### config.mk
export PLATFORM = sky130hd
export DESIGN_NAME = hdt_front_flat
export DESIGN_NICKNAME = d
export VERILOG_FILES = /design/src/hdl/hdt_pkg.sv /design/src/hdl/hdt_if.sv /design/src/hdl/hdt_front.sv /design/src/flat_wrapper.sv
export SDC_FILE = /design/constraint.sdc
export NUM_CORES = 1
export LEC_CHECK = 0
export ABC_AREA = 1
export CAP_MARGIN = 0
export CORE_MARGIN = 4
export CORE_UTILIZATION = 45
export DETAILED_ROUTE_END_ITERATION = 8
export DONT_BUFFER_PORTS = 1
export GPL_ROUTABILITY_DRIVEN = 0
export SYNTH_ARGS = -nofsm -noshare
export SYNTH_HDL_FRONTEND = slang
export SYNTH_SLANG_ARGS = --single-unit
### constraint.sdc
create_clock -name clk_i -period 7.29 [get_ports clk_i]
set_clock_uncertainty 0.2 [all_clocks]
set_input_delay 1.458 -clock clk_i [delete_from_list [all_inputs] [get_ports clk_i]]
set_output_delay 1.458 -clock clk_i [all_outputs]
set_load 0.05 [all_outputs]
### src/hdl/hdt_pkg.sv
// ----------------------------------------------------------------------------
// hdt_pkg
// Shared types and constants of the huffman tree byte decoder.
// ----------------------------------------------------------------------------
package hdt_pkg;

  localparam int LEN_W      = 24;
  localparam int NODE_W     = 8;
  localparam int CHILD_W    = 9;
  localparam int SYM_W      = 8;
  localparam int BYTE_BITS  = 8;
  localparam int OP_W       = 2;

  localparam logic [CHILD_W-1:0] CHILD_MAX     = 9'd510;
  localparam logic [CHILD_W-1:0] LITERAL_LIMIT = 9'd256;

  localparam int LENGTH_BITS_DEF = 24;
  localparam int TREE_NODES_DEF  = 255;
  localparam int QUEUE_DEPTH_DEF = 4;

  typedef enum logic [OP_W-1:0] {
    OP_LOAD  = 2'd0,
    OP_START = 2'd1,
    OP_DATA  = 2'd2
  } op_e;

  typedef enum logic [1:0] {
    CMD_LOAD,
    CMD_START,
    CMD_BYTE
  } cmd_kind_e;

  typedef struct packed {
    cmd_kind_e          kind;
    logic [NODE_W-1:0]  node_index;
    logic [CHILD_W-1:0] child_zero;
    logic [CHILD_W-1:0] child_one;
    logic               load_error;
    logic [LEN_W-1:0]   chunk_length;
    logic [SYM_W-1:0]   data_byte;
  } cmd_t;

  function automatic logic [CHILD_W-1:0] clamp_child(input logic [CHILD_W-1:0] c);
    clamp_child = (c > CHILD_MAX) ? CHILD_MAX : c;
  endfunction

endpackage

### src/hdl/hdt_if.sv
// ----------------------------------------------------------------------------
// hdt_if
// Valid/ready channels of the decoder: command input and symbol output.
// ----------------------------------------------------------------------------
interface hdt_in_if;
  logic                          valid;
  logic                          ready;
  logic [hdt_pkg::OP_W-1:0]      op;
  logic [hdt_pkg::NODE_W-1:0]    node_index;
  logic [hdt_pkg::CHILD_W-1:0]   child_zero;
  logic [hdt_pkg::CHILD_W-1:0]   child_one;
  logic [hdt_pkg::LEN_W-1:0]     chunk_length;
  logic [hdt_pkg::SYM_W-1:0]     data_byte;

  modport source (output valid, op, node_index, child_zero, child_one, chunk_length,
                  data_byte, input ready);
  modport sink   (input valid, op, node_index, child_zero, child_one, chunk_length,
                  data_byte, output ready);
endinterface


### src/hdl/hdt_front.sv
// ----------------------------------------------------------------------------
// hdt_front
// Accepts input transactions, classifies the op and clamps node children.
// ----------------------------------------------------------------------------
module hdt_front (
  input  logic          clk_i,
  input  logic          rst_ni,
  hdt_in_if.sink        in_i,
  output logic          cmd_valid_o,
  input  logic          cmd_ready_i,
  output hdt_pkg::cmd_t cmd_o
);

  hdt_pkg::cmd_t cmd_d;
  hdt_pkg::cmd_t cmd_q;
  logic          keep;
  logic          slot_valid_q;
  logic          accept;

  always_comb begin
    cmd_d              = '0;
    keep               = 1'b1;
    cmd_d.node_index   = in_i.node_index;
    cmd_d.child_zero   = hdt_pkg::clamp_child(in_i.child_zero);
    cmd_d.child_one    = hdt_pkg::clamp_child(in_i.child_one);
    cmd_d.load_error   = (in_i.child_zero > hdt_pkg::CHILD_MAX) ||
                         (in_i.child_one > hdt_pkg::CHILD_MAX);
    cmd_d.chunk_length = in_i.chunk_length;
    cmd_d.data_byte    = in_i.data_byte;
    case (in_i.op)
      hdt_pkg::OP_LOAD:  cmd_d.kind = hdt_pkg::CMD_LOAD;
      hdt_pkg::OP_START: cmd_d.kind = hdt_pkg::CMD_START;
      hdt_pkg::OP_DATA:  cmd_d.kind = hdt_pkg::CMD_BYTE;
      default: begin
        cmd_d.kind = hdt_pkg::CMD_BYTE;
        keep       = 1'b0;
      end
    endcase
  end

  assign in_i.ready = !slot_valid_q || cmd_ready_i;
  assign accept     = in_i.valid && in_i.ready;

  always_ff @(posedge clk_i or negedge rst_ni) begin
    if (!rst_ni) begin
      slot_valid_q <= 1'b0;
    end else if (accept) begin
      slot_valid_q <= keep;
    end else if (cmd_ready_i) begin
      slot_valid_q <= 1'b0;
    end
  end

  always_ff @(posedge clk_i) begin
    if (accept) begin
      cmd_q <= cmd_d;
    end
  end

  assign cmd_valid_o = slot_valid_q;
  assign cmd_o       = cmd_q;

endmodule

### src/flat_wrapper.sv
// flat-port wrapper written by rule: the top's interface ports become plain ports
module hdt_front_flat 
  (clk_i, rst_ni, cmd_valid_o, cmd_ready_i, cmd_o, in_i_valid, in_i_op, in_i_node_index, in_i_child_zero, in_i_child_one, in_i_chunk_length, in_i_data_byte, in_i_ready);
  hdt_in_if in_i_i ();
  input  logic clk_i;
  input  logic rst_ni;
  output logic cmd_valid_o;
  input  logic cmd_ready_i;
  output hdt_pkg::cmd_t cmd_o;
  input wire logic [$bits(in_i_i.valid)-1:0] in_i_valid;
  input wire logic [$bits(in_i_i.op)-1:0] in_i_op;
  input wire logic [$bits(in_i_i.node_index)-1:0] in_i_node_index;
  input wire logic [$bits(in_i_i.child_zero)-1:0] in_i_child_zero;
  input wire logic [$bits(in_i_i.child_one)-1:0] in_i_child_one;
  input wire logic [$bits(in_i_i.chunk_length)-1:0] in_i_chunk_length;
  input wire logic [$bits(in_i_i.data_byte)-1:0] in_i_data_byte;
  output wire logic [$bits(in_i_i.ready)-1:0] in_i_ready;
  assign in_i_i.valid = in_i_valid;
  assign in_i_i.op = in_i_op;
  assign in_i_i.node_index = in_i_node_index;
  assign in_i_i.child_zero = in_i_child_zero;
  assign in_i_i.child_one = in_i_child_one;
  assign in_i_i.chunk_length = in_i_chunk_length;
  assign in_i_i.data_byte = in_i_data_byte;
  assign in_i_ready = in_i_i.ready;
  hdt_front u_core (.clk_i(clk_i), .rst_ni(rst_ni), .in_i(in_i_i), .cmd_valid_o(cmd_valid_o), .cmd_ready_i(cmd_ready_i), .cmd_o(cmd_o));
endmodule
==> reports/metrics.cfg <==
[clocking]
post_cts_buffers=0
numCtsBuffers=9
path_clk_slew_ns=0.06
cts_sinks=62
cts_resized=0
clk_path_buf_depth=2
ctsHtreeMaxLevel=3
clock-root-buffer=clkbuf_8
cts_tree=done
postCtsHoldBufs=0
clk_latency_ns=0.32

[synthesis]
ys_types=10
yosysWarningCount=0
synth_fp_nets=168
yosysTopAreaCellShare=0.9009
netlist_area_um2=2033
syn-instance-count=104
seq_area_frac_synth=0.9132
ys_ff_latch=62
synth_top_cell_by_area=edfxtp_1
synth_area_per_cell_um2=19.55
synth_area_leaders=edfxtp_1 (90%), clkbuf_1 (3.1%), nand2_1 (2.4%), dfrtp_1 (1.2%), a21boi_0 (0.74%)

[sta]
rsz0062_at_grt=no
slew_headroom=0.4244
setup_slack_ns=3.739
hold_violations=0
fin_crit_ns=3.551
tns_ns=0
fmax_mhz=281.6
post-route-period-util=0.4872
setup_viol=0
slew_viol_final=0
worstMarginPinSlew_ns=0.8612

[layout]
fin_nets=163
layout-drive-gt1-share=0.1442
final_cell_mix=edfxtp_1 (61), nand2_1 (13), clkbuf_8 (9)
finalCoreUtilization=0.5181
nFillCells=341
area_growth_pct=10.95
n_antenna_cell=0
layout_commonest_cell=edfxtp_1

[global_routing]
grt_usage=0.1236
grt_max_degree=35
overflow=0
grt_antenna_before_repair=0
grt.busiest_layer=met2
grt_pass1_wl_um=4650
use_met3=0.09746
met2_usage=0.1867
grt_pass1_vias=907
grtUsageMet1=0.1114

[job]
drv_cap=0

[power]
peakVddDrop_mv=0.1804
p_leak_nw=0.7707
pwr_density_cell_nw_per_um2=361.3

[setup_path]
criticalPathCategory=in2out
cp_data_required_time_ns=5.63
path_buf_inv=1
cp_cell_sequence=inv_1 -> nand2_1
critPathMaxFanout=2
cpLargestDelayFamily=simple AND/OR/NAND/NOR gates
slowest_stage=nand2_1
crit_start=cmd_ready_i
cp-start-kind=input pin
arrival_ns=1.89
cpPeakStageDelay_ns=0.38
end_kind=output pin
regToRegStartpoint=u_core.cmd_valid_o

[floorplanning]
fp-row-count=24
die-height_um=75.22
ioPinCount=127
die-area_um2=5657
core_area_um2=4354
initial_core_util=0.4670
dieWidth_um=75.22

[routing]
drt_iter0_markers=52
vias=811
route.detailed.drc=0
wire_per_inst_um=21.83
drt_first_pass_iters=4
wirelength_um=3406
drtAntennaViolNets=0
via_per_inst=5.199

[placed_design]
pre_cts_slack_ns=3.739
portBuffers=0
hpwl_um=2612

[min_path]
hold_path_class=in2async

[outcome]
status=completed

[area by class of cell]
class,instances,area [µm²],area share
multi-input cells,23,116.4,0.05158
clock inverters,7,78.83,0.03494
repair buffers,1,7.507,0.003328
flip-flops and latches,62,1857,0.8231
well taps,52,65.06,0.02884
inverters,2,7.507,0.003328
clock buffers,9,123.9,0.05491
[layer usage]
layer,up-vias,wire length (µm)
li1,355,-
met1,359,987
met2,89,1710
met3,8,646
met4,0,62
met5,-,0
[cell families after synthesis]
| kind of cell | Yosys count | share of synthesized area |
|---|---|---|
| buf+inv | 19 | 0.03508 |
| flops | 62 | 0.9132 |
| compound gates | 3 | 0.01108 |
| simple gates | 20 | 0.04062 |
[stage by stage]
stage               std cells  hold WS (ns)  area [µm²]  power [mW]
floorplan                 104        0.9382        2033      0.5210
global placement          140        0.9624        2053      0.5215
detailed placement        140        0.9624        2053      0.5226
CTS                       156        0.6064        2256      0.8254
global route              156        0.5989        2256      0.8471
finish                    156        0.6269        2256      0.8150
[state kept, by name (all words and copies together), names as in the netlist]
| signal | flops |
|---|---|
| u_core.cmd_o | 61 |
| u_core.cmd_valid_o | 1 |
[Yosys cell counts, drive strengths merged]
master	instances
nand2	13
clkbuf	17
a21boi	3
dfrtp	1
nor2	5
nand3	2
inv	2
edfxtp	61
[power breakdown]
group,switching (mW),internal (mW)
clock,0.114,0.186
sequential,0.0792,0.420
combinational,0.0123,0.00269
total,0.206,0.609
[worst paths after layout]
| kind | end | slack [ns] | depth (start not counted) |
|---|---|---|---|
| max | in_i_ready | 3.74 | 2 |
| min | u_core.cmd_valid_o | 0.63 | 0 |
| max reg2reg | u_core.cmd_o[26] | 4.85 | 2 |
| min reg2reg | u_core.cmd_valid_o | 1.05 | 2 |
| max in group asynchronous | u_core.cmd_valid_o | 6.20 | 0 |
| min in group clk_i | u_core.cmd_o[24] | 1.03 | 0 |
Note: power is estimated with default switching activity, not from simulation.
