<file path="src/hdl/hdt_pkg.sv">
// ----------------------------------------------------------------------------
// hdt_pkg
// Shared types and constants of the huffman tree byte decoder.
// ----------------------------------------------------------------------------
package hdt_pkg;

  localparam int LEN_W      = 24;
  localparam int NODE_W     = 8;
  localparam int CHILD_W    = 9;
  localparam int SYM_W      = 8;
  localparam int BYTE_BITS  = 8;
  localparam int OP_W       = 2;

  localparam logic [CHILD_W-1:0] CHILD_MAX     = 9'd510;
  localparam logic [CHILD_W-1:0] LITERAL_LIMIT = 9'd256;

  localparam int LENGTH_BITS_DEF = 24;
  localparam int TREE_NODES_DEF  = 255;
  localparam int QUEUE_DEPTH_DEF = 4;

  typedef enum logic [OP_W-1:0] {
    OP_LOAD  = 2'd0,
    OP_START = 2'd1,
    OP_DATA  = 2'd2
  } op_e;

  typedef enum logic [1:0] {
    CMD_LOAD,
    CMD_START,
    CMD_BYTE
  } cmd_kind_e;

  typedef struct packed {
    cmd_kind_e          kind;
    logic [NODE_W-1:0]  node_index;
    logic [CHILD_W-1:0] child_zero;
    logic [CHILD_W-1:0] child_one;
    logic               load_error;
    logic [LEN_W-1:0]   chunk_length;
    logic [SYM_W-1:0]   data_byte;
  } cmd_t;

  function automatic logic [CHILD_W-1:0] clamp_child(input logic [CHILD_W-1:0] c);
    clamp_child = (c > CHILD_MAX) ? CHILD_MAX : c;
  endfunction

endpackage

</file>
<file path="src/hdl/hdt_fifo.sv">
// ----------------------------------------------------------------------------
// hdt_fifo
// Short command queue between the front and the tree walker.
// ----------------------------------------------------------------------------
module hdt_fifo #(
  parameter int DEPTH = hdt_pkg::QUEUE_DEPTH_DEF,
  localparam int PW   = $clog2(DEPTH)
) (
  input  logic          clk_i,
  input  logic          rst_ni,
  input  logic          push_valid_i,
  output logic          push_ready_o,
  input  hdt_pkg::cmd_t push_data_i,
  output logic          pop_valid_o,
  input  logic          pop_ready_i,
  output hdt_pkg::cmd_t pop_data_o
);

  hdt_pkg::cmd_t entry_q [DEPTH];
  logic [PW-1:0] wr_ptr_q;
  logic [PW-1:0] rd_ptr_q;
  logic [PW:0]   count_q;
  logic          do_push;
  logic          do_pop;

  assign push_ready_o = (count_q != (PW+1)'(DEPTH));
  assign pop_valid_o  = (count_q != '0);
  assign do_push      = push_valid_i && push_ready_o;
  assign do_pop       = pop_valid_o && pop_ready_i;
  assign pop_data_o   = entry_q[rd_ptr_q];

  always_ff @(posedge clk_i or negedge rst_ni) begin
    if (!rst_ni) begin
      wr_ptr_q <= '0;
      rd_ptr_q <= '0;
      count_q  <= '0;
    end else begin
      if (do_push) begin
        wr_ptr_q <= wr_ptr_q + 1'b1;
      end
      if (do_pop) begin
        rd_ptr_q <= rd_ptr_q + 1'b1;
      end
      case ({do_push, do_pop})
        2'b10:   count_q <= count_q + 1'b1;
        2'b01:   count_q <= count_q - 1'b1;
        default: count_q <= count_q;
      endcase
    end
  end

  always_ff @(posedge clk_i) begin
    if (do_push) begin
      entry_q[wr_ptr_q] <= push_data_i;
    end
  end

endmodule

</file>
<file path="config.mk">
export PLATFORM = sky130hd
export DESIGN_NAME = hdt_fifo
export DESIGN_NICKNAME = d
export VERILOG_FILES = /design/src/hdl/hdt_pkg.sv /design/src/hdl/hdt_fifo.sv
export SDC_FILE = /design/constraint.sdc
export NUM_CORES = 1
export LEC_CHECK = 0
export ABC_AREA = 1
export BUFFER_PORTS_ARGS = -buffer_cell sky130_fd_sc_hd__buf_4
export CELL_PAD_IN_SITES_DETAIL_PLACEMENT = 1
export CELL_PAD_IN_SITES_GLOBAL_PLACEMENT = 1
export CORE_ASPECT_RATIO = 0.8
export CORE_MARGIN = 4
export CORE_UTILIZATION = 51
export DETAILED_ROUTE_END_ITERATION = 12
export PLACE_DENSITY = 0.81
export RECOVER_POWER = 25
export SYNTH_ARGS = -nofsm -noshare
export SYNTH_HDL_FRONTEND = slang
export SYNTH_SLANG_ARGS = --single-unit
</file>
<file path="constraint.sdc">
create_clock -name clk_i -period 10.1 [get_ports clk_i]
set_clock_uncertainty 0.1 [all_clocks]
set_input_delay 1.01 -clock clk_i [delete_from_list [all_inputs] [get_ports clk_i]]
set_output_delay 1.01 -clock clk_i [all_outputs]
set_load 0.05 [all_outputs]
</file>
==> flow_metrics.tcl, run 1 <==
set metrics [dict create \
    outcome "complete, no violations" \
    die-height_um 134.7 \
    grt_util_all_layers_pct 20.29 \
    fin_nets 964 \
    initial_utilization_pct 51.84 \
    vias_per_cell 5.307 \
    worst_pin_slew_ns 1.136 \
    critical_path.startpoint "rd_ptr_q[0]" \
    gp_congestion 0.7240 \
    cts_setup_buffers 0 \
    tritoncts "built" \
    period_share_pct 44.51 \
    die-width_um 166.4 \
    cts_max_path_buffers 3 \
    crit_path_end_kind "primary output" \
    buffer_ports.inserted 127 \
    layout_commonest_cell "sky130_fd_sc_hd__edfxtp_1" \
    unrepaired_setup_endpoints_after_global_routing "no" \
    regToRegEndpoint "entry_q[3][34]" \
    design_area_sq_mm 0.01185 \
    wl_met1_mm 9.537 \
    pre_cts_ws_ns 6.199 \
    critical_path_class "reg2out" \
    finalWorstPathRequiredPeriod_ns 4.496 \
    grt_start_max_net_pins 128 \
    cts_hold_buffers 0 \
    timing.rr.start "count_q[0]" \
    worst-r2r-setup-slack_ns 7.36 \
    max-vdd-ir-drop_uv 254.6 \
    drive_gt1_share_pct 14.91 \
    p_seq_share_pct 34.4 \
    finalSetupViolCount 0 \
    cp.arrival_ns 3.39 \
    powerDensity_mw_per_mm2 350.7 \
    detail_route.iter0.violations 400 \
    met2_length_mm 11.73 \
    clock_power_share_pct 21.4 \
    finalHoldViolations 0 \
    final-max-slew-violation-count 0 \
    layout.cells.most_common_list "sky130_fd_sc_hd__edfxtp_1 (244), sky130_fd_sc_hd__nand2_1 (201), sky130_fd_sc_hd__inv_1 (135), sky130_fd_sc_hd__o211ai_1 (122), sky130_fd_sc_hd__buf_4 (93)" \
    cellLeakagePower_nw 4.702 \
    crit_path_end "pop_data_o[10]" \
    num-fill-cells 1985 \
    root_buffer "sky130_fd_sc_hd__clkbuf_16" \
    routed-via-count 6241 \
    syn_area_per_cell_sq_um 13.27 \
    global_route_wire_length_before_repair_mm 35.86 \
    number_of_global_route_vias_before_repair 6833 \
    initial_antenna_violation_count 3 \
    maxClockFrequency_mhz 222.4 \
    total_internal_power_w 0.002339 \
    rows 46 \
    placeableCoreArea_sq_mm 0.01974 \
    maxCapViolCount 0 \
    crit_fanout 127 \
    switching_power_w 0.001817 \
    number_of_unique_standard_cell_types_used_by_synthesis 18 \
    yosys_warnings 0 \
    cts.repair.resized 0 \
    relative_contribution_of_combinational_cells_to_total_power_pct 44.2 \
    synth.yosys.seq_area_share_pct 73.31 \
    wl_per_cell_um 19.51 \
    worst_hold_slack_ns 0.2978 \
    detailedRoute.firstPassIterationCount 4 \
    diodes 0 \
    io_pins 128 \
    cts-htree-levels 1 \
    remaining_drc_errors 0 \
    route.antenna.remaining_nets 0 \
    routed.top_layer "met5" \
    cts_made_buffers 26 \
    hp-class "in2async" \
    totalNegativeSetupSlack_ns 0 \
    net_count_of_the_mapped_netlist 842 \
    clk_lat_worst_skew_ns 0.52 \
    max-slew-margin-rel_pct 24.28 \
    power.switching_fraction_pct 43.72 \
    final_core_utilization_pct 60.03 \
    overflow 0 \
    postSynthRegisterBits 251 \
    cp-start-kind "flop" \
    clk_transition_reported_paths_ns 0.07 \
    cts.sinks 251 \
    detailroute.wirelength.met3_mm 1.151 \
    setup_ws_ns 5.604 \
    critPathRequiredTime_ns 8.99 \
    post_synth_inst_count 771 \
    totalWireLength_mm 22.94 \
    dpl_cell_area_sq_mm 0.01121 \
    floorplan.die_area_sq_mm 0.02241 \
    layout_area_growth_over_synthesis_pct 15.81 \
    synth.cell_area_sq_mm 0.01023 \
    worst-r2r-cell-count 5 \
    dp_hpwl_mm 13.65 \
]
## metrics by stage
stage / total power (W) / std cells
finish: 0.004157 / 1176
global route: 0.004369 / 1176
CTS: 0.004206 / 1176
detailed placement: 0.003306 / 1129
global placement: 0.003242 / 1129
floorplan: 0.002837 / 771
## cells in the mapped netlist, drive strengths merged
library cell,count,area (sq um)
edfxtp,244,7327
nand2,201,754.5
inv,137,514.3
o211ai,122,915.9
buf,32,296.5
clkbuf,8,97.59
dfrtp,7,175.2
nand3,7,35.03
ha,5,62.56
nor2,4,15.01
fa,1,20.02
nand4,1,6.260
o21ai,1,5.000
xnor2,1,8.760
## flip-flops by register name, summed over array words and instances, names as in the netlist
register	count
entry_q	244
count_q	3
rd_ptr_q	2
wr_ptr_q	2
## routing by layer
metal,up-vias,global-route usage [%]
met5,-,0
met4,6,5.089
met3,46,4.273
met2,167,36.84
met1,3105,25.14
li1,2917,-
## how the worst min path moves through the flow
stage | startpoint | endpoint | slack [ns] | cells after the start
floorplan | count_q[0] | count_q[0] | 0.35 | 1
global placement | count_q[0] | count_q[0] | 0.36 | 1
detailed placement | count_q[1] | count_q[1] | 0.39 | 2
CTS | rst_ni | count_q[0] | 0.18 | 1
global route | rst_ni | count_q[0] | 0.32 | 1
finish | rst_ni | count_q[0] | 0.30 | 1
## cell families (layout without fill, tap and decap cells)
group                      Yosys count  count (layout)  synth area share [%]
AOI/OAI and AO/OA                  123             123                 8.999
and+or+nand+nor                    213             213                 7.923
adders and majority gates            6               6                0.8070
DFF                                251             251                 73.31
buffers and inverters              177             318                 8.876
xor gates and xnor gates             1               1               0.08560
## cell type report
cell class | instances | area, sq um | area share (%)
Sequential cell | 251 | 7503 | 63.31
Multi-Input combinational cell | 343 | 1853 | 15.64
Timing Repair Buffer | 134 | 852.1 | 7.190
Clock buffer | 37 | 733.2 | 6.187
Inverter | 137 | 519.2 | 4.381
Tap cell | 264 | 330.3 | 2.787
Clock inverter | 10 | 60.06 | 0.5068
## worst max-delay path, stage by stage, from the launching register on
cell and delay [ns]:
sky130_fd_sc_hd__dfrtp_1 0.46, sky130_fd_sc_hd__inv_6 0.60, sky130_fd_sc_hd__buf_4 0.98, sky130_fd_sc_hd__nand2_1 0.19, sky130_fd_sc_hd__o211ai_1 0.21, sky130_fd_sc_hd__nand2_1 0.10, sky130_fd_sc_hd__buf_4 0.20
## power by group through the flow
| stage | logic, W | registers [W] | clock network (W) |
|---|---|---|---|
| 3_5_place_dp | 0.00185 | 0.00145 | 0 |
| 5_1_grt | 0.00197 | 0.00144 | 0.000954 |
| 2_1_floorplan | 0.00139 | 0.00145 | 0 |
| 6_report | 0.00184 | 0.00143 | 0.000889 |
| 4_1_cts | 0.00187 | 0.00143 | 0.000904 |
| 3_3_place_gp | 0.00181 | 0.00144 | 0 |
No activity file was read; power rests on OpenSTA's default activity.
==> run 2, diff against run 1 <==
CORE_UTILIZATION = 47   (was 51)
PLACE_DENSITY = 0.75   (was 0.81)
clock period = 4.6 ns   (was 10.1 ns; I/O delays follow)
==> run 2 against run 1 <==
Against the previous run: sequential cell count unchanged; first-iteration DRC count up 8.3%; wire length down 1.1%; critical path type unchanged; largest power group unchanged.
==> flow_metrics.tcl, run 2 (synthesized netlist as in run 1, its figures left out) <==
set metrics [dict create \
    worst-r2r-cell-count 5 \
    layout_top_registers "entry_q: 244 flops, count_q: 3 flops" \
    totalWireLength_mm 22.69 \
    non_filler_cells_in_the_finished_layout 1184 \
    tritoncts "built" \
    remaining_drc_errors 0 \
    largest_register_ff_count 244 \
    diodes 0 \
    unrepaired_setup_endpoints_after_global_routing "no" \
    cts_hold_buffers 1 \
    finalHoldViolations 0 \
    maxClockFrequency_mhz 313.5 \
    grt_util_all_layers_pct 18.64 \
    placeableCoreArea_sq_mm 0.02105 \
    timing.critical_path.mode_cell "sky130_fd_sc_hd__nand2_1" \
    max-slew-margin-rel_pct 36.93 \
    detailedRoute.firstPassIterationCount 4 \
    finalSetupViolCount 0 \
    rows 47 \
    regToRegEndpoint "entry_q[3][21]" \
    floorplan.die_area_sq_mm 0.02421 \
    total_area_of_multi_input_combinational_cells_sq_mm 0.001853 \
    critical_path.startpoint "rd_ptr_q[0]" \
    critical_path_class "reg2out" \
    vias_per_cell 5.189 \
    cts.sinks 251 \
    cp.arrival_ns 2.63 \
    drive_gt1_share_pct 15.74 \
    detail_route.iter0.violations 433 \
    p_seq_share_pct 34.0 \
    initial_utilization_pct 48.61 \
    cts-htree-levels 1 \
    clk_lat_worst_skew_ns 0.53 \
    global_route_wire_length_before_repair_mm 36.22 \
    outcome "complete, no violations" \
    cts.repair.resized 0 \
    totalNegativeSetupSlack_ns 0 \
    layout_area_growth_over_synthesis_pct 16.74 \
    crit_path_end "pop_data_o[51]" \
    cts_max_path_buffers 3 \
    worst_hold_slack_ns 0.05247 \
    hp-class "in2reg" \
    layout_commonest_cell "sky130_fd_sc_hd__edfxtp_1" \
    dp_hpwl_mm 13.65 \
    regMostFlops "entry_q" \
    final-max-slew-violation-count 0 \
    number_of_global_route_vias_before_repair 6661 \
    routed-via-count 6144 \
    wl_per_cell_um 19.17 \
    powerDensity_mw_per_mm2 772.1 \
    switching_power_w 0.003993 \
    critPathSlowestCell "sky130_fd_sc_hd__inv_6" \
    grt_start_max_net_pins 108 \
    initial_antenna_violation_count 2 \
    relative_contribution_of_combinational_cells_to_total_power_pct 43.9 \
    critPathRequiredTime_ns 4.04 \
    crit_fanout 107 \
    timing.rr.start "count_q[0]" \
    die-height_um 140.0 \
    root_buffer "sky130_fd_sc_hd__clkbuf_16" \
    clk_transition_reported_paths_ns 0.06 \
    maxCapViolCount 0 \
    layout.area.seq_sq_mm 0.007503 \
    overflow 0 \
    fin_nets 966 \
    power_w 0.009224 \
    buffer_ports.inserted 127 \
    max-vdd-ir-drop_uv 587.6 \
    finalWorstPathRequiredPeriod_ns 3.190 \
    die-width_um 173.0 \
    power.switching_fraction_pct 43.30 \
    gp_congestion 0.7730 \
    period_share_pct 69.34 \
    crit_path_end_kind "primary output" \
    num-fill-cells 2142 \
    io_pins 128 \
    total_internal_power_w 0.005230 \
    route.antenna.remaining_nets 0 \
    critical_path.max_stage_delay_ns 0.47 \
    cts_setup_buffers 0 \
    cts_made_buffers 26 \
    layout.cells.most_common_list "sky130_fd_sc_hd__edfxtp_1 (244), sky130_fd_sc_hd__nand2_1 (201), sky130_fd_sc_hd__inv_1 (135), sky130_fd_sc_hd__o211ai_1 (122), sky130_fd_sc_hd__buf_4 (95)" \
    post-place-cells 1135 \
    cp-start-kind "flop" \
    cellLeakagePower_nw 4.737 \
    worst_pin_slew_ns 0.9460 \
    worstPathCellList "inv_6 -> buf_12 -> nand2_1 -> o211ai_1 -> nand2_1 -> buf_4" \
    worst-r2r-setup-slack_ns 1.99 \
    clock_power_share_pct 22.1 \
]
## run 2: critical path, delay by kind of cell (launching register included)
family	cells	cell delay, ns
AOI/OAI and AO/OA	1	0.14
DFF	1	0.44
and+or+nand+nor	2	0.25
buffers and inverters	3	1.14
## run 2: through the flow
stage	util, %	worst slack, ns	area [sq um]
2_1_floorplan	-	0.2605	10230
4_1_cts	57.44	1.405	12090
3_3_place_gp	53.38	2.065	11240
3_5_place_dp	53.38	1.986	11240
5_1_grt	56.75	1.220	11950
6_report	56.75	1.410	11950
## run 2: per-layer routing
| layer | global-route usage (%) | share of wire [%] | vias up |
|---|---|---|---|
| met5 | 0 | 0.11 | - |
| met4 | 4.030 | 1.8 | 4 |
| met3 | 3.906 | 6.1 | 34 |
| met2 | 32.15 | 49 | 162 |
| met1 | 24.75 | 43 | 3013 |
| li1 | - | - | 2931 |
## run 2: worst min-delay path by stage
| stage | from | to | slack, ns | depth (start not counted) |
|---|---|---|---|---|
| after floorplan | rst_ni | count_q[0] | 0.06 | 0 |
| after global routing | push_data_i[11] | entry_q[1][11] | 0.03 | 1 |
| after detailed placement | rst_ni | count_q[0] | 0.18 | 1 |
| final | push_data_i[6] | entry_q[3][6] | 0.05 | 1 |
| after CTS | push_data_i[4] | entry_q[1][4] | 0.005 | 1 |
| after global placement | rst_ni | count_q[0] | 0.18 | 1 |
## run 2: power groups by stage
stage | clock network (W) | logic, W | registers [W]
after floorplan | 0 | 0.00305 | 0.00317
after global placement | 0 | 0.00399 | 0.00316
after detailed placement | 0 | 0.00410 | 0.00318
after CTS | 0.00209 | 0.00413 | 0.00314
after global routing | 0.00219 | 0.00437 | 0.00317
final | 0.00204 | 0.00405 | 0.00313
## run 2: final cells by class
class / count / area share, %
Clock buffer: 34 / 6.211
Clock inverter: 14 / 0.8588
Inverter: 137 / 4.346
Multi-Input combinational cell: 343 / 15.51
Sequential cell: 251 / 62.81
Tap cell: 269 / 2.817
Timing Repair Buffer: 136 / 7.447
